==> src/rtl/core/oale_pkg.sv <==
package oale_pkg;

  localparam int CAPACITY   = 16;
  localparam int DATA_WIDTH = 32;

  // Field widths fixed by the interface.
  localparam int OP_W     = 3;
  localparam int POS_W    = 8;
  localparam int VALUE_W  = 32;
  localparam int STATUS_W = 3;
  localparam int FOUND_W  = 4;
  localparam int CFG_W    = 5;

  // Widths that follow from the store size.
  localparam int IDX_W = (CAPACITY > 1) ? $clog2(CAPACITY) : 1;
  localparam int LEN_W = $clog2(CAPACITY + 1);

  localparam logic [OP_W-1:0] OP_INSERT = 3'd0;
  localparam logic [OP_W-1:0] OP_REMOVE = 3'd1;
  localparam logic [OP_W-1:0] OP_SET    = 3'd2;
  localparam logic [OP_W-1:0] OP_FIND   = 3'd3;
  localparam logic [OP_W-1:0] OP_CLEAR  = 3'd4;

  localparam logic [STATUS_W-1:0] ST_OK       = 3'd0;
  localparam logic [STATUS_W-1:0] ST_FULL     = 3'd1;
  localparam logic [STATUS_W-1:0] ST_BADPOS   = 3'd2;
  localparam logic [STATUS_W-1:0] ST_EMPTY    = 3'd3;
  localparam logic [STATUS_W-1:0] ST_NOTFOUND = 3'd4;

  localparam logic [CFG_W-1:0] CAP_RESET = 5'd16;

  typedef struct packed {
    logic [OP_W-1:0]           operation;
    logic [POS_W-1:0]          position;
    logic signed [VALUE_W-1:0] value;
  } oale_req_t;

  typedef struct packed {
    logic [STATUS_W-1:0] status;
    logic [FOUND_W-1:0]  found_index;
    logic [CFG_W-1:0]    list_length;
  } oale_rsp_t;

endpackage

==> src/rtl/core/ordered_array_list_engine.sv <==
// Set, clear, undefined codes and rejected requests go from acceptance straight to S_DONE,
// which loads the response register once the output is free; insert, remove and find walk first.
// Throughput: one request at a time; the entry walk runs one store entry per cycle through
// the single-read, single-write entry RAM. A new request is taken while a response
// still waits.
// Reset: length clears to zero and capacity_in_use returns to 16; entries are not cleared.
module ordered_array_list_engine (
  input  logic                clk_i,
  input  logic                rst_ni,
  input  logic                in_valid_i,
  output logic                in_stall_o,
  input  oale_pkg::oale_req_t in_req_i,
  output logic                out_valid_o,
  input  logic                out_stall_i,
  output oale_pkg::oale_rsp_t out_rsp_o,
  input  logic                cfg_we_i,
  input  logic [4:0]          cfg_data_i
);
  import oale_pkg::*;

  localparam int CMP_W = (POS_W > LEN_W) ? POS_W : LEN_W;
  localparam int CW    = (CFG_W > LEN_W) ? CFG_W : LEN_W;

  typedef enum logic [2:0] {
    S_IDLE,
    S_INS,
    S_REM,
    S_FIND,
    S_DONE
  } state_e;

  state_e                state_q, state_d;
  logic [LEN_W-1:0]      len_q, len_d;
  logic [CFG_W-1:0]      cap_q;
  logic [DATA_WIDTH-1:0] word_q, word_d;
  logic [IDX_W-1:0]      pos_q, pos_d;
  logic [IDX_W-1:0]      rd_ptr_q, rd_ptr_d;
  logic [IDX_W-1:0]      rd_addr_q, rd_addr_d;
  logic                  iss_q, iss_d;
  logic                  rd_pend_q, rd_pend_d;
  logic [STATUS_W-1:0]   stat_q, stat_d;
  logic [FOUND_W-1:0]    found_q, found_d;
  logic                  out_valid_q, out_valid_d;
  oale_rsp_t             rsp_q, rsp_d;

  logic                  in_accept;
  logic                  list_full;
  logic                  pos_gt_len, pos_ge_len, pos_is_last;
  logic [IDX_W-1:0]      last_idx;
  logic                  mem_we, rd_en;
  logic [IDX_W-1:0]      mem_waddr;
  logic [DATA_WIDTH-1:0] mem_wdata, mem_rdata;

  assign in_accept  = in_valid_i && !in_stall_o;
  assign in_stall_o = (state_q != S_IDLE);

  assign list_full   = (CW'(len_q) >= CW'(cap_q)) || (len_q >= LEN_W'(CAPACITY));
  assign pos_gt_len  = CMP_W'(in_req_i.position) > CMP_W'(len_q);
  assign pos_ge_len  = CMP_W'(in_req_i.position) >= CMP_W'(len_q);
  assign last_idx    = IDX_W'(len_q - 1'b1);
  assign pos_is_last = CMP_W'(in_req_i.position) == CMP_W'(len_q - 1'b1);

  oale_ram #(
    .DEPTH (CAPACITY),
    .WIDTH (DATA_WIDTH)
  ) u_ram (
    .clk_i   (clk_i),
    .we_i    (mem_we),
    .waddr_i (mem_waddr),
    .wdata_i (mem_wdata),
    .re_i    (rd_en),
    .raddr_i (rd_ptr_q),
    .rdata_o (mem_rdata)
  );

  always_comb begin
    state_d     = state_q;
    len_d       = len_q;
    word_d      = word_q;
    pos_d       = pos_q;
    rd_ptr_d    = rd_ptr_q;
    rd_addr_d   = rd_ptr_q;
    iss_d       = iss_q;
    rd_pend_d   = 1'b0;
    stat_d      = stat_q;
    found_d     = found_q;
    rsp_d       = rsp_q;
    out_valid_d = out_valid_q && out_stall_i;
    mem_we      = 1'b0;
    mem_waddr   = pos_q;
    mem_wdata   = word_q;
    rd_en       = 1'b0;

    unique case (state_q)
      S_IDLE: begin
        if (in_accept) begin
          word_d  = in_req_i.value[DATA_WIDTH-1:0];
          pos_d   = IDX_W'(in_req_i.position);
          stat_d  = ST_OK;
          found_d = '0;
          state_d = S_DONE;
          priority if (in_req_i.operation == OP_INSERT) begin
            if (list_full) begin
              stat_d = ST_FULL;
            end else if (pos_gt_len) begin
              stat_d = ST_BADPOS;
            end else begin
              // Walk down from the tail; an insert at the end skips the walk.
              rd_ptr_d = last_idx;
              iss_d    = pos_ge_len ? 1'b0 : 1'b1;
              state_d  = S_INS;
            end
          end else if (in_req_i.operation == OP_REMOVE) begin
            if (len_q == '0) begin
              stat_d = ST_EMPTY;
            end else if (pos_ge_len) begin
              stat_d = ST_BADPOS;
            end else begin
              rd_ptr_d = IDX_W'(in_req_i.position) + 1'b1;
              iss_d    = !pos_is_last;
              state_d  = S_REM;
            end
          end else if (in_req_i.operation == OP_SET) begin
            if (pos_ge_len) begin
              stat_d = ST_BADPOS;
            end else begin
              mem_we    = 1'b1;
              mem_waddr = IDX_W'(in_req_i.position);
              mem_wdata = in_req_i.value[DATA_WIDTH-1:0];
            end
          end else if (in_req_i.operation == OP_FIND) begin
            if (len_q == '0) begin
              stat_d = ST_NOTFOUND;
            end else begin
              rd_ptr_d = '0;
              iss_d    = 1'b1;
              state_d  = S_FIND;
            end
          end else if (in_req_i.operation == OP_CLEAR) begin
            len_d = '0;
          end else begin
            // Undefined codes leave the list unchanged and answer ST_OK.
          end
        end
      end

      S_INS: begin
        // Entry read at k is written to k+1 while k-1 is being read.
        if (rd_pend_q) begin
          mem_we    = 1'b1;
          mem_waddr = rd_addr_q + 1'b1;
          mem_wdata = mem_rdata;
        end
        if (iss_q) begin
          rd_en     = 1'b1;
          rd_pend_d = 1'b1;
          if (rd_ptr_q == pos_q) begin
            iss_d = 1'b0;
          end else begin
            rd_ptr_d = rd_ptr_q - 1'b1;
          end
        end
        if (!iss_q && !rd_pend_q) begin
          mem_we    = 1'b1;
          mem_waddr = pos_q;
          mem_wdata = word_q;
          len_d     = len_q + 1'b1;
          state_d   = S_DONE;
        end
      end

      S_REM: begin
        if (rd_pend_q) begin
          mem_we    = 1'b1;
          mem_waddr = rd_addr_q - 1'b1;
          mem_wdata = mem_rdata;
        end
        if (iss_q) begin
          rd_en     = 1'b1;
          rd_pend_d = 1'b1;
          if (rd_ptr_q == last_idx) begin
            iss_d = 1'b0;
          end else begin
            rd_ptr_d = rd_ptr_q + 1'b1;
          end
        end
        if (!iss_q && !rd_pend_q) begin
          len_d   = len_q - 1'b1;
          state_d = S_DONE;
        end
      end

      S_FIND: begin
        if (iss_q) begin
          rd_en     = 1'b1;
          rd_pend_d = 1'b1;
          if (rd_ptr_q == last_idx) begin
            iss_d = 1'b0;
          end else begin
            rd_ptr_d = rd_ptr_q + 1'b1;
          end
        end
        if (rd_pend_q) begin
          if (mem_rdata == word_q) begin
            stat_d    = ST_OK;
            found_d   = FOUND_W'(rd_addr_q);
            iss_d     = 1'b0;
            rd_pend_d = 1'b0;
            state_d   = S_DONE;
          end else if (rd_addr_q == last_idx) begin
            stat_d  = ST_NOTFOUND;
            state_d = S_DONE;
          end
        end
      end

      S_DONE: begin
        if (!out_valid_q || !out_stall_i) begin
          out_valid_d       = 1'b1;
          rsp_d.status      = stat_q;
          rsp_d.found_index = found_q;
          rsp_d.list_length = CFG_W'(len_q);
          state_d           = S_IDLE;
        end
      end

      default: begin
        state_d = S_IDLE;
      end
    endcase
  end

  always_ff @(posedge clk_i or negedge rst_ni) begin
    if (!rst_ni) begin
      state_q     <= S_IDLE;
      len_q       <= '0;
      cap_q       <= CAP_RESET;
      iss_q       <= 1'b0;
      rd_pend_q   <= 1'b0;
      out_valid_q <= 1'b0;
    end else begin
      state_q     <= state_d;
      len_q       <= len_d;
      iss_q       <= iss_d;
      rd_pend_q   <= rd_pend_d;
      out_valid_q <= out_valid_d;
      if (cfg_we_i) begin
        cap_q <= cfg_data_i;
      end
    end
  end

  always_ff @(posedge clk_i) begin
    word_q    <= word_d;
    pos_q     <= pos_d;
    rd_ptr_q  <= rd_ptr_d;
    rd_addr_q <= rd_addr_d;
    stat_q    <= stat_d;
    found_q   <= found_d;
    rsp_q     <= rsp_d;
  end

  assign out_valid_o = out_valid_q;
  assign out_rsp_o   = rsp_q;

  a_len_bound: assert property (@(posedge clk_i) disable iff (!rst_ni)
    len_q <= LEN_W'(CAPACITY))
    else $error("list length exceeds the store size");

  a_shift_no_overlap: assert property (@(posedge clk_i) disable iff (!rst_ni)
    (mem_we && rd_en) |-> (mem_waddr != rd_ptr_q))
    else $error("shift writes the entry it is reading");

  a_find_keeps_len: assert property (@(posedge clk_i) disable iff (!rst_ni)
    (state_q == S_FIND) |=> $stable(len_q))
    else $error("find changed the list length");

  a_accept_leaves_idle: assert property (@(posedge clk_i) disable iff (!rst_ni)
    in_accept |=> (state_q != S_IDLE))
    else $error("accepted request produced no work");

  a_done_loads_rsp: assert property (@(posedge clk_i) disable iff (!rst_ni)
    (state_q == S_DONE && !out_valid_q) |=> (out_valid_q && state_q == S_IDLE))
    else $error("finished request did not reach the output register");

endmodule

==> src/rtl/core/oale_ram.sv <==
module oale_ram #(
  parameter int DEPTH = 16,
  parameter int WIDTH = 32,
  localparam int AW = (DEPTH > 1) ? $clog2(DEPTH) : 1
) (
  input  logic             clk_i,
  input  logic             we_i,
  input  logic [AW-1:0]    waddr_i,
  input  logic [WIDTH-1:0] wdata_i,
  input  logic             re_i,
  input  logic [AW-1:0]    raddr_i,
  output logic [WIDTH-1:0] rdata_o
);

  logic [WIDTH-1:0] mem [DEPTH];
  logic [WIDTH-1:0] rdata_q;

  always_ff @(posedge clk_i) begin
    if (we_i) begin
      mem[waddr_i] <= wdata_i;
    end
    if (re_i) begin
      rdata_q <= mem[raddr_i];
    end
  end

  assign rdata_o = rdata_q;

endmodule
==> config.mk <==
export PLATFORM = sky130hd
export DESIGN_NAME = ordered_array_list_engine
export DESIGN_NICKNAME = d
export VERILOG_FILES = /design/src/rtl/core/oale_pkg.sv /design/src/rtl/core/ordered_array_list_engine.sv /design/src/rtl/core/oale_ram.sv
export SDC_FILE = /design/constraint.sdc
export NUM_CORES = 1
export LEC_CHECK = 0
export ABC_AREA = 1
export BUFFER_PORTS_ARGS = -buffer_cell sky130_fd_sc_hd__buf_2
export CAP_MARGIN = 20
export CELL_PAD_IN_SITES_DETAIL_PLACEMENT = 0
export CELL_PAD_IN_SITES_GLOBAL_PLACEMENT = 1
export CORE_MARGIN = 3
export CORE_UTILIZATION = 50
export CTS_BUF_LIST = sky130_fd_sc_hd__clkbuf_4 sky130_fd_sc_hd__clkbuf_8
export DETAILED_ROUTE_END_ITERATION = 8
export PLACE_DENSITY = 0.8
export RECOVER_POWER = 25
export SYNTH_ARGS = -nofsm -noshare
export SYNTH_HDL_FRONTEND = slang
export SYNTH_SLANG_ARGS = --single-unit
==> constraint.sdc <==
create_clock -name clk_i -period 4.1 [get_ports clk_i]
set_input_delay 0.82 -clock clk_i [delete_from_list [all_inputs] [get_ports clk_i]]
set_output_delay 0.82 -clock clk_i [all_outputs]
set_load 0.05 [all_outputs]
==> results of run 1 <==
registers in the layout (all words and copies together) (netlist names):
name           cells
rd_addr_q          4
stat_q             3
out_valid_o        1
pos_q              4
rd_pend_q          1
iss_q              1
word_q            32
out_rsp_o         12
found_q            4
state_q            3
len_q              5
u_ram.mem        512
u_ram.rdata_o     32
cap_q              5
rd_addr_d          4
kinds of logic after synthesis:
kind of cell	count (synthesis)	share of synthesized area (%)
DFF	623	70.8
xor gates and xnor gates	40	1.36
and+or+nand+nor	622	10.1
adders and majority gates	19	0.935
muxes	1	0.0429
AOI/OAI and AO/OA	564	13.5
buffers and inverters	208	3.20
metal layers:
layer,up-vias,track usage [%]
li1,8016,-
met1,8778,33.7
met2,731,39.0
met3,140,4.45
met4,0,8.57
met5,-,0
cells in the mapped netlist, types with 3 or more instances:
| master | n |
|---|---|
| a21oi_1 | 17 |
| a22oi_1 | 30 |
| a31oi_1 | 3 |
| buf_1 | 7 |
| buf_2 | 26 |
| buf_4 | 3 |
| clkbuf_1 | 91 |
| dfrtp_1 | 15 |
| dfxtp_1 | 4 |
| edfxtp_1 | 603 |
| ha_1 | 18 |
| inv_1 | 66 |
| inv_2 | 10 |
| inv_4 | 3 |
| nand2_1 | 145 |
| nand2_2 | 11 |
| nand2_4 | 3 |
| nand3_1 | 72 |
| nand3_2 | 6 |
| nand4_1 | 10 |
| nor2_1 | 350 |
| nor2_2 | 4 |
| nor2_4 | 4 |
| nor3_1 | 4 |
| nor3_2 | 4 |
| o211ai_1 | 21 |
| o21ai_0 | 306 |
| o21ai_1 | 12 |
| o221ai_1 | 112 |
| o22ai_1 | 21 |
| o31ai_1 | 30 |
| or2_2 | 5 |
| xnor2_1 | 30 |
| xor2_1 | 9 |
power breakdown:
group / total (mW) / switching (mW) / leakage [nW] / internal [mW]
clock: 5.32 / 2.46 / 1.06 / 2.86
sequential: 9.31 / 0.351 / 5.69 / 8.96
combinational: 8.33 / 6.12 / 3.14 / 2.21
total: 23.0 / 8.93 / 9.90 / 14.0
stage by stage:
stage          power (mW)  setup WS (ns)  instance area, um2  std cells
5_1_grt              24.2          0.267               29600       2962
4_1_cts              23.1          0.722               29700       2962
3_3_place_gp         17.6          0.640               27700       2776
6_report             23.0          0.386               29600       2962
2_1_floorplan        14.7          0.151               26200       2077
3_5_place_dp         17.8          0.602               27700       2777
worst reg2reg max path, cell delays in order, from the launching register on:
cell,delay [ns]
edfxtp_1,0.37
clkbuf_4,0.61
clkbuf_1,1.58
o221ai_1,0.50
nand3_1,0.31
nand2_1,0.08
cell type report:
cell class / instances / area share [%]
clock buffer: 137 / 5.66
clock inverter: 48 / 1.10
inverter: 80 / 1.08
multi-input combinational: 1246 / 23.2
sequential: 623 / 62.9
tap: 680 / 2.88
timing repair buffer: 148 / 3.17
worst max-delay path by stage:
stage	startpoint	endpoint	slack, ns	cells after the start
after floorplan	in_req_i[35]	u_ram.mem[0][0]$_DFFE_PP_	0.15	14
after global placement	in_req_i[34]	u_ram.mem[4][22]$_DFFE_PP_	0.64	16
after detailed placement	in_req_i[32]	u_ram.mem[5][17]$_DFFE_PP_	0.60	15
after CTS	state_q[2]$_DFFE_PN0P_	u_ram.mem[15][31]$_DFFE_PP_	0.72	8
after global routing	state_q[0]$_DFFE_PN0P_	u_ram.mem[15][1]$_DFFE_PP_	0.27	14
final	rd_addr_d[2]$_DFFE_PP_	u_ram.rdata_o[5]$_DFFE_PP_	0.39	5
==> flow_metrics.py, run 1 <==
metrics = {
    "global_routing": {
        "grt_pass1_wl_um": 104000,
        "grt_max_degree": 189,
        "antenna_found_initial": 0,
        "gr-total-overflow": 0,
        "first_global_vias": 17543,
        "grt.total_usage_pct": 24.3,
    },
    "sta": {
        "slew_violations": 278,
        "finalHoldViolCount": 0,
        "fin_crit_sh_pct": 90.6,
        "slew_headroom_pct": -42.8,
        "worstMarginPinSlew_ns": 2.14,
        "hold_slack_ns": 0.304,
        "clock_skew_ns": 0.0431,
        "rsz0062_at_grt": "false",
        "period_minus_slack_ns": 3.71,
        "setup_viol": 0,
        "finalSetupTns_ns": 0,
        "fmax_mhz": 269,
    },
    "cts": {
        "cts_sinks": 623,
        "clk_pin_slew_ns": 0.06,
        "cts_setup_buffers": 0,
        "root_buffer": "clkbuf_8",
        "h-tree-depth": 3,
        "cts_resized": 0,
        "clockBufferDepth": 3,
        "ctsHoldBuffers": 0,
        "clock_latency_ns": 0.70,
        "tritoncts": "yes",
        "cts_buffers": 102,
    },
    "critical_path": {
        "slowest_delay_ns": 1.56,
        "rr_worst_depth": 5,
        "cp_data_arrival_time_ns": 4.12,
        "r2r_slack_ns": 0.39,
        "cp_cell_sequence": "clkbuf_4 -> clkbuf_1 -> o221ai_1 -> nand3_1 -> nand2_1",
        "cp_top_family": "buffers and inverters",
        "crit_slowest_cell": "clkbuf_1",
        "crit_buf_inv": 2,
        "cp-end-kind": "flip-flop",
        "startpoint_type": "flip-flop",
        "path_class": "reg2reg",
        "cp.required_ns": 4.51,
        "r2r-start": "rd_addr_d[2]$_DFFE_PP_",
        "cp_max_fo": 47,
        "worstReg2RegEnd": "u_ram.rdata_o[5]$_DFFE_PP_",
    },
    "logic_synthesis": {
        "synth.top_cell.area_share_pct": 69.0,
        "yosysTopAreaCell": "edfxtp_1",
        "ys_seq_elements": 623,
        "syn_area_um2": 26200,
        "syn-num-nets": 2149,
        "avgSynthCellArea_um2": 12.6,
        "yosysSeqAreaShare_pct": 70.8,
        "synth_edf_count": 603,
        "synth.distinct_cells": 55,
        "synth_area_leaders": "edfxtp_1 69%, o21ai_0 5.8%, nor2_1 5.0%, o221ai_1 3.7%, nand2_1 2.1%",
        "syn_inst": 2077,
        "ys_warn_count": 0,
        "async_flop_share_pct": 2.57,
        "synth_flop_cell": "edfxtp_1",
    },
    "cells_and_area": {
        "antenna_cells": 0,
        "fin_nets": 2273,
        "layout_common_cells": "603 x edfxtp_1, 337 x nor2_1, 307 x o21ai_0",
        "drive_gt1_share_pct": 14.4,
        "area_delta_synth_final_pct": 12.7,
        "final_util_pct": 57.3,
        "regArea_um2": 18600,
        "final_common_cell": "edfxtp_1",
        "fillers": 4155,
        "multi_input_area_um2": 6870,
    },
    "route": {
        "drtAntennaViolNets": 0,
        "top_layer": "met4",
        "wl_met2_um": 32500,
        "wire_per_inst_um": 23.0,
        "dr_wl_met3_um": 4910,
        "drtIter0Drc": 1663,
        "vias_per_cell": 5.96,
        "post-route-drc-count": 0,
        "m1WireLength_um": 28700,
        "drt-pass1-iter-count": 7,
        "vias": 17665,
        "wirelength_um": 68100,
    },
    "die": {
        "ios": 67,
        "die_w_um": 235,
        "die_area_um2": 55300,
        "chipHeight_um": 235,
        "core-area_um2": 51600,
        "start_util_pct": 50.8,
        "placementRows": 83,
    },
    "status": {
        "violations": "capacitance limit, slew limit",
        "status": "complete, but fails checks",
    },
    "placement": {
        "gp_congestion": 0.878,
        "port_buffers": 66,
        "post-dp-hpwl_um": 38700,
    },
    "power_and_ir_drop": {
        "ir_drop_mv": 0.489,
        "leakage_nw": 9.90,
        "power.density_nw_per_um2": 777,
    },
    "min_path": {
        "hp-class": "in2async",
    },
    "job": {
        "drv_cap": 4,
    },
}
(Power assumes the default switching activity.)
==> run 2, diff against run 1 <==
--- a/config.mk
+++ b/config.mk
@@ -6,7 +6,6 @@
 export NUM_CORES = 1
 export LEC_CHECK = 0
 export ABC_AREA = 1
-export BUFFER_PORTS_ARGS = -buffer_cell sky130_fd_sc_hd__buf_2
 export CAP_MARGIN = 20
 export CELL_PAD_IN_SITES_DETAIL_PLACEMENT = 0
 export CELL_PAD_IN_SITES_GLOBAL_PLACEMENT = 1
@@ -14,8 +13,10 @@
 export CORE_UTILIZATION = 50
 export CTS_BUF_LIST = sky130_fd_sc_hd__clkbuf_4 sky130_fd_sc_hd__clkbuf_8
 export DETAILED_ROUTE_END_ITERATION = 8
-export PLACE_DENSITY = 0.8
+export DONT_BUFFER_PORTS = 1
+export PLACE_DENSITY = 0.82
 export RECOVER_POWER = 25
 export SYNTH_ARGS = -nofsm -noshare
 export SYNTH_HDL_FRONTEND = slang
+export SYNTH_HIERARCHICAL = 1
 export SYNTH_SLANG_ARGS = --single-unit
==> run 2 against run 1 <==
Against the previous run: the run still ends with capacitance limit, slew limit left; non-clock buffer count down 73; area after synthesis up 9.4%; maximum frequency down 2.3%; final cell count up 27%; sequential share of layout area down 4.1 points; total power down 15%; synthesized cell count up 38%; largest cell class unchanged; largest power group unchanged.
==> flow_metrics.py, run 2 <==
metrics = {
    "sta": {
        "finalHoldViolCount": 0,
        "rsz0062_at_grt": "false",
        "slew_violations": 119,
        "period_minus_slack_ns": 3.80,
        "slew_headroom_pct": -80.3,
        "fin_crit_sh_pct": 92.7,
        "hold_slack_ns": 0.200,
        "fmax_mhz": 263,
        "worstMarginPinSlew_ns": 2.70,
        "setup_viol": 0,
        "clock_skew_ns": 0.0287,
    },
    "critical_path": {
        "cp_data_arrival_time_ns": 4.14,
        "cp_max_fo": 21,
        "startpoint_type": "flip-flop",
        "cp-end-kind": "flip-flop",
        "r2r_slack_ns": 0.30,
        "cp.required_ns": 4.44,
        "path_class": "reg2reg",
    },
    "cts": {
        "clock_latency_ns": 0.71,
        "cts_setup_buffers": 0,
        "clockBufferDepth": 3,
        "cts_buffers": 104,
        "clk_pin_slew_ns": 0.05,
        "root_buffer": "clkbuf_8",
        "h-tree-depth": 3,
        "cts_sinks": 623,
        "tritoncts": "yes",
    },
    "logic_synthesis": {
        "ys_warn_count": 6,
        "async_flop_share_pct": 2.57,
        "synth_flop_cell": "edfxtp_1",
        "ys_seq_elements": 623,
        "yosysMostFrequentCell": "nand2_1",
        "synthTopCellsByCount": "856 x nand2_1, 603 x edfxtp_1, 470 x inv_1, 451 x nand3_1, 91 x nor2_1",
        "synth_area_leaders": "edfxtp_1 63%, nand2_1 11%, nand3_1 7.9%, inv_1 6.1%, dfrtp_1 1.3%",
        "avgSynthCellArea_um2": 10.0,
        "synth.distinct_cells": 47,
        "yosysSeqAreaShare_pct": 64.8,
        "synth.top_cell.area_share_pct": 63.1,
        "syn-num-nets": 2937,
        "syn_inst": 2865,
        "syn_area_um2": 28700,
        "synth_edf_count": 603,
        "yosysTopAreaCell": "edfxtp_1",
    },
    "global_routing": {
        "grt_max_degree": 154,
        "gr-total-overflow": 0,
        "antenna_found_initial": 2,
        "first_global_vias": 19353,
        "grt.total_usage_pct": 24.6,
        "grt_pass1_wl_um": 113000,
    },
    "route": {
        "drtIter0Drc": 1589,
        "wire_per_inst_um": 19.8,
        "post-route-drc-count": 0,
        "drtAntennaViolNets": 0,
        "vias": 20044,
        "wirelength_um": 74500,
        "drt-pass1-iter-count": 5,
        "vias_per_cell": 5.34,
    },
    "cells_and_area": {
        "largest_register_ffs": 512,
        "fin_nets": 2985,
        "multi_input_area_um2": 7540,
        "layout_common_cells": "857 x nand2_1, 603 x edfxtp_1, 473 x inv_1",
        "final_common_cell": "nand2_1",
        "fillers": 4867,
        "regArea_um2": 18600,
        "top_register": "u_ram/mem",
        "drive_gt1_share_pct": 8.81,
        "final_util_pct": 55.9,
        "area_delta_synth_final_pct": 10.2,
    },
    "power_and_ir_drop": {
        "leakage_nw": 13.3,
        "ir_drop_mv": 1.30,
        "power.density_nw_per_um2": 617,
    },
    "placement": {
        "post-dp-hpwl_um": 43800,
        "gp_congestion": 0.919,
        "port_buffers": 0,
    },
    "job": {
        "drv_cap": 3,
    },
    "status": {
        "violations": "capacitance limit, slew limit",
        "status": "complete, but fails checks",
    },
    "min_path": {
        "hp-class": "in2reg",
    },
    "die": {
        "placementRows": 87,
        "chipHeight_um": 246,
        "die_w_um": 246,
        "core-area_um2": 56600,
        "ios": 67,
        "die_area_um2": 60300,
        "start_util_pct": 50.7,
    },
}
==> run 2: cell types whose count changed in the layout (fill, tap and decap cells not counted), moves of 40 or more <==
cell | previous run | this run
clkbuf_1 | 47 | 7
nand2_1 | 148 | 857
inv_1 | 66 | 473
o221ai_1 | 112 | 0
nand3_1 | 73 | 451
nor2_1 | 337 | 75
o21ai_0 | 307 | 55
==> run 2: final timing paths <==
kind | from | endpoint | cells after the start
min in group asynchronous | rst_ni | len_q[3]$_DFFE_PN0P_ | 1
min | cfg_we_i | cap_q[4]$_DFFE_PN1P_ | 1
max in group asynchronous | rst_ni | state_q[1]$_DFFE_PN0P_ | 1
max | state_q[1]$_DFFE_PN0P_ | u_ram/mem[11][18]$_DFFE_PP_ | 13
max reg2reg | state_q[1]$_DFFE_PN0P_ | u_ram/mem[11][18]$_DFFE_PP_ | 13
min reg2reg | stat_q[1]$_SDFFCE_PP0P_ | out_rsp_o[10]$_DFFE_PP_ | 0
==> run 2: critical path, stage by stage (launching register included) <==
cell and delay [ns]:
dfrtp_1 0.44, nor2_1 0.20, nand2_2 0.08, inv_1 0.43, nand2_1 0.17, inv_1 0.22
nand2_4 0.09, nor2_8 0.26, inv_1 0.19, a21oi_1 0.16, o21ai_1 0.16, nand3b_1 0.43
nor2_4 0.20, buf_4 0.39
==> run 2: layout make-up <==
cell class / count / share of cell area, %
multi-input cells: 1628 / 23.8
well taps: 756 / 2.99
flip-flops and latches: 623 / 58.8
diodes: 3 / 0.0237
clock buffers: 139 / 5.38
repair buffers: 75 / 2.33
clock inverters: 51 / 0.926
inverters: 481 / 5.76
==> run 2: logic make-up after synthesis <==
family	synth area share [%]
compound gates	2.93
xor+xnor	0.916
fa+ha+maj	0.855
buf+inv	9.30
flops	64.8
mux	0.0392
simple gates	21.2
==> run 2: routing by layer <==
layer  up-vias  wire length [um]  global-route usage, %
met5         -                 0                      0
met4         0              2780                   10.4
met3       170              5350                   4.03
met2       799             36300                   41.0
met1      9584             30100                   32.2
li1       9491                 -                      -
==> run 2: through the flow <==
step	power, mW	setup slack (ns)	instances	TNS (ns)	instance area (um2)
floorplan	12.5	-0.161	2865	-20.58	28700
global placement	14.2	0.283	3554	0	29600
detailed placement	14.3	0.187	3557	0	29600
CTS	19.6	0.353	3748	0	31700
global route	20.5	0.113	3756	0	31600
finish	19.5	0.298	3756	0	31600
==> run 2: where the power goes <==
group	switching [mW]	internal, mW	total, mW
Combinational	4.30	1.52	5.82
Clock	2.49	2.82	5.31
Sequential	0.402	7.98	8.38
Total	7.19	12.3	19.5
==> run 2: what timing repair did <==
item,4_1_cts,5_1_grt
resized for setup,0,0
hold buffers,1,0
endpoints found under the hold margin,16,0
==> run 3, diff against run 2 <==
==> constraint.sdc (replaced) <==
create_clock -name clk_i -period 4.1 [get_ports clk_i]
set_input_delay 0.82 -clock clk_i [delete_from_list [all_inputs] [get_ports clk_i]]
set_output_delay 0.82 -clock clk_i [all_outputs]
set_load 0.02 [all_outputs]
==> run 3 against run 2 <==
Against the previous run: critical path depth shrank 2; clock power grew 0.9%; largest cell class unchanged; largest power group unchanged; combinational power shrank 1%; highest routed layer unchanged; critical endpoint is now u_ram/mem[3][0]$_DFFE_PP_; hold slack gained 0.0028 ns; worst setup slack gained 0.10 ns; via count grew 0.62%; non-clock buffer count grew 5; global-route usage is essentially flat; critical path type unchanged; the run still ends with capacitance limit, slew limit left.
==> flow_metrics.py, run 3 (same netlist as run 2, synthesis figures left out) <==
metrics = {
    "critical_path": {
        "setup.worst_path.start": "state_q[1]$_DFFE_PN0P_",
        "startpoint_type": "flip-flop",
        "cp_top_family": "buffers and inverters",
        "path_class": "reg2reg",
        "cp.required_ns": 4.46,
        "crit_buf_inv": 4,
        "cp_max_fo": 17,
        "crit_slowest_cell": "clkbuf_1",
        "cp-end-kind": "flip-flop",
        "slowest_delay_ns": 0.75,
        "cp_data_arrival_time_ns": 4.06,
        "cp_cell_sequence": "nor2_1 -> nand2_1 -> inv_1 -> nand2_1 -> inv_1 -> nand2_4 -> nor2_8 -> clkbuf_1 -> o21ai_0 -> o21ai_1 -> clkbuf_1",
        "r2r-start": "state_q[1]$_DFFE_PN0P_",
    },
    "job": {
        "drv_cap": 3,
    },
    "global_routing": {
        "antenna_found_initial": 2,
        "grt.total_usage_pct": 24.6,
        "first_global_vias": 19553,
        "use_met3_pct": 4.54,
        "grt_max_degree": 148,
        "gr-total-overflow": 0,
        "busiest_layer": "met2",
        "grtUsageMet2_pct": 40.6,
        "grt_pass1_wl_um": 113000,
        "use_met1_pct": 32.2,
    },
    "die": {
        "start_util_pct": 50.7,
        "core-area_um2": 56600,
        "ios": 67,
        "die_w_um": 246,
        "placementRows": 87,
        "die_area_um2": 60300,
        "chipHeight_um": 246,
    },
    "placement": {
        "pre_cts_ws_ns": 0.388,
        "place_area_um2": 29700,
        "port_buffers": 0,
        "gp_congestion": 0.924,
        "post-dp-hpwl_um": 43300,
    },
    "cts": {
        "clock_latency_ns": 0.71,
        "h-tree-depth": 3,
        "clk_pin_slew_ns": 0.06,
        "cts_setup_buffers": 0,
        "cts_buffers": 103,
        "clockBufferDepth": 3,
        "cts_sinks": 623,
        "tritoncts": "yes",
        "root_buffer": "clkbuf_8",
    },
    "route": {
        "post-route-drc-count": 0,
        "wirelength_um": 74200,
        "vias_per_cell": 5.36,
        "drtIter0Drc": 1846,
        "vias": 20169,
        "drt-pass1-iter-count": 6,
        "wire_per_inst_um": 19.7,
        "drtAntennaViolNets": 0,
    },
    "sta": {
        "finalSetupTns_ns": 0,
        "worstMarginPinSlew_ns": 2.65,
        "fin_crit_sh_pct": 90.3,
        "setup_viol": 0,
        "rsz0062_at_grt": "false",
        "period_minus_slack_ns": 3.70,
        "finalHoldViolCount": 0,
        "fmax_mhz": 270,
        "slew_violations": 132,
        "hold_slack_ns": 0.203,
        "fin_ws_ns": 0.399,
        "clock_skew_ns": 0.0215,
        "slew_headroom_pct": -76.6,
    },
    "cells_and_area": {
        "area_delta_synth_final_pct": 10.5,
        "fin_nets": 2989,
        "final_common_cell": "nand2_1",
        "fillers": 4857,
        "drive_gt1_share_pct": 8.89,
        "top_register": "u_ram/mem",
        "largest_register_ffs": 512,
        "layout_common_cells": "858 x nand2_1, 603 x edfxtp_1, 471 x inv_1",
        "final_area_um2": 31700,
    },
    "power_and_ir_drop": {
        "leakage_nw": 13.3,
        "ir_drop_mv": 0.853,
        "power.density_nw_per_um2": 610,
        "finalPower_mw": 19.4,
    },
    "min_path": {
        "hp-class": "in2reg",
        "hold_path_startpoint": "in_req_i[35]",
    },
    "status": {
        "violations": "capacitance limit, slew limit",
        "status": "complete, but fails checks",
    },
}
[run 3: cell count changes in the layout (fill, tap and decap cells not counted), moves of 2 or more]
cell / before / now
clkinv_2: 11 / 9
o21ai_0: 55 / 53
clkinv_1: 31 / 27
buf_4: 47 / 42
clkbuf_1: 7 / 14
clkbuf_8: 105 / 110
buf_12: 15 / 19
inv_1: 473 / 471
clkbuf_4: 34 / 38
o21ai_1: 11 / 13
[run 3: area by class of cell]
| type | count | area [um2] | area share [%] |
|---|---|---|---|
| sequential | 623 | 18600 | 58.6 |
| multi-input combinational | 1628 | 7530 | 23.7 |
| tap | 756 | 946 | 2.98 |
| clock inverter | 42 | 226 | 0.714 |
| antenna | 4 | 10.0 | 0.0316 |
| inverter | 481 | 1820 | 5.74 |
| timing repair buffer | 80 | 801 | 2.52 |
| clock buffer | 148 | 1800 | 5.67 |
[run 3: worst reg2reg max path, stage by stage, from the launching register on]
cell	delay (ns)
dfrtp_1	0.44
nor2_1	0.17
nand2_1	0.10
inv_1	0.32
nand2_1	0.16
inv_1	0.18
nand2_4	0.09
nor2_8	0.23
clkbuf_1	0.62
o21ai_0	0.16
o21ai_1	0.15
clkbuf_1	0.75
[run 3: timing repair]
item	CTS	global route
hold buffers	1	0
endpoints found under the setup margin	0	0
gates resized for setup	0	0
endpoints found under the hold margin	16	0
[run 3: per-layer routing]
metal	vias up	routed length, um
li1	9504	-
met1	9669	30100
met2	797	35800
met3	199	5380
met4	0	2910
met5	-	0
[run 3: final timing paths]
path | slack, ns | end | depth (start not counted)
worst min register to register | 0.42 | out_rsp_o[11]$_DFFE_PP_ | 0
worst min-delay path | 0.20 | pos_q[3]$_DFFE_PP_ | 0
worst max-delay path | 0.40 | u_ram/mem[3][0]$_DFFE_PP_ | 11
min in group asynchronous | 0.68 | len_q[3]$_DFFE_PN0P_ | 1
worst max register to register | 0.40 | u_ram/mem[3][0]$_DFFE_PP_ | 11
max in group asynchronous | 2.87 | state_q[2]$_DFFE_PN0P_ | 1
[run 3: power by group]
part,switching [mW],internal (mW),total [mW],leakage (nW)
Sequential,0.284,7.98,8.27,5.69
Combinational,4.21,1.53,5.74,6.54
Clock,2.48,2.88,5.36,1.07
[run 3: per-stage QoR]
step | utilization [%] | std cells
2_1_floorplan | - | 2865
3_3_place_gp | 52.4 | 3559
3_5_place_dp | 52.5 | 3561
4_1_cts | 56.1 | 3752
5_1_grt | 56.0 | 3762
6_report | 56.0 | 3762
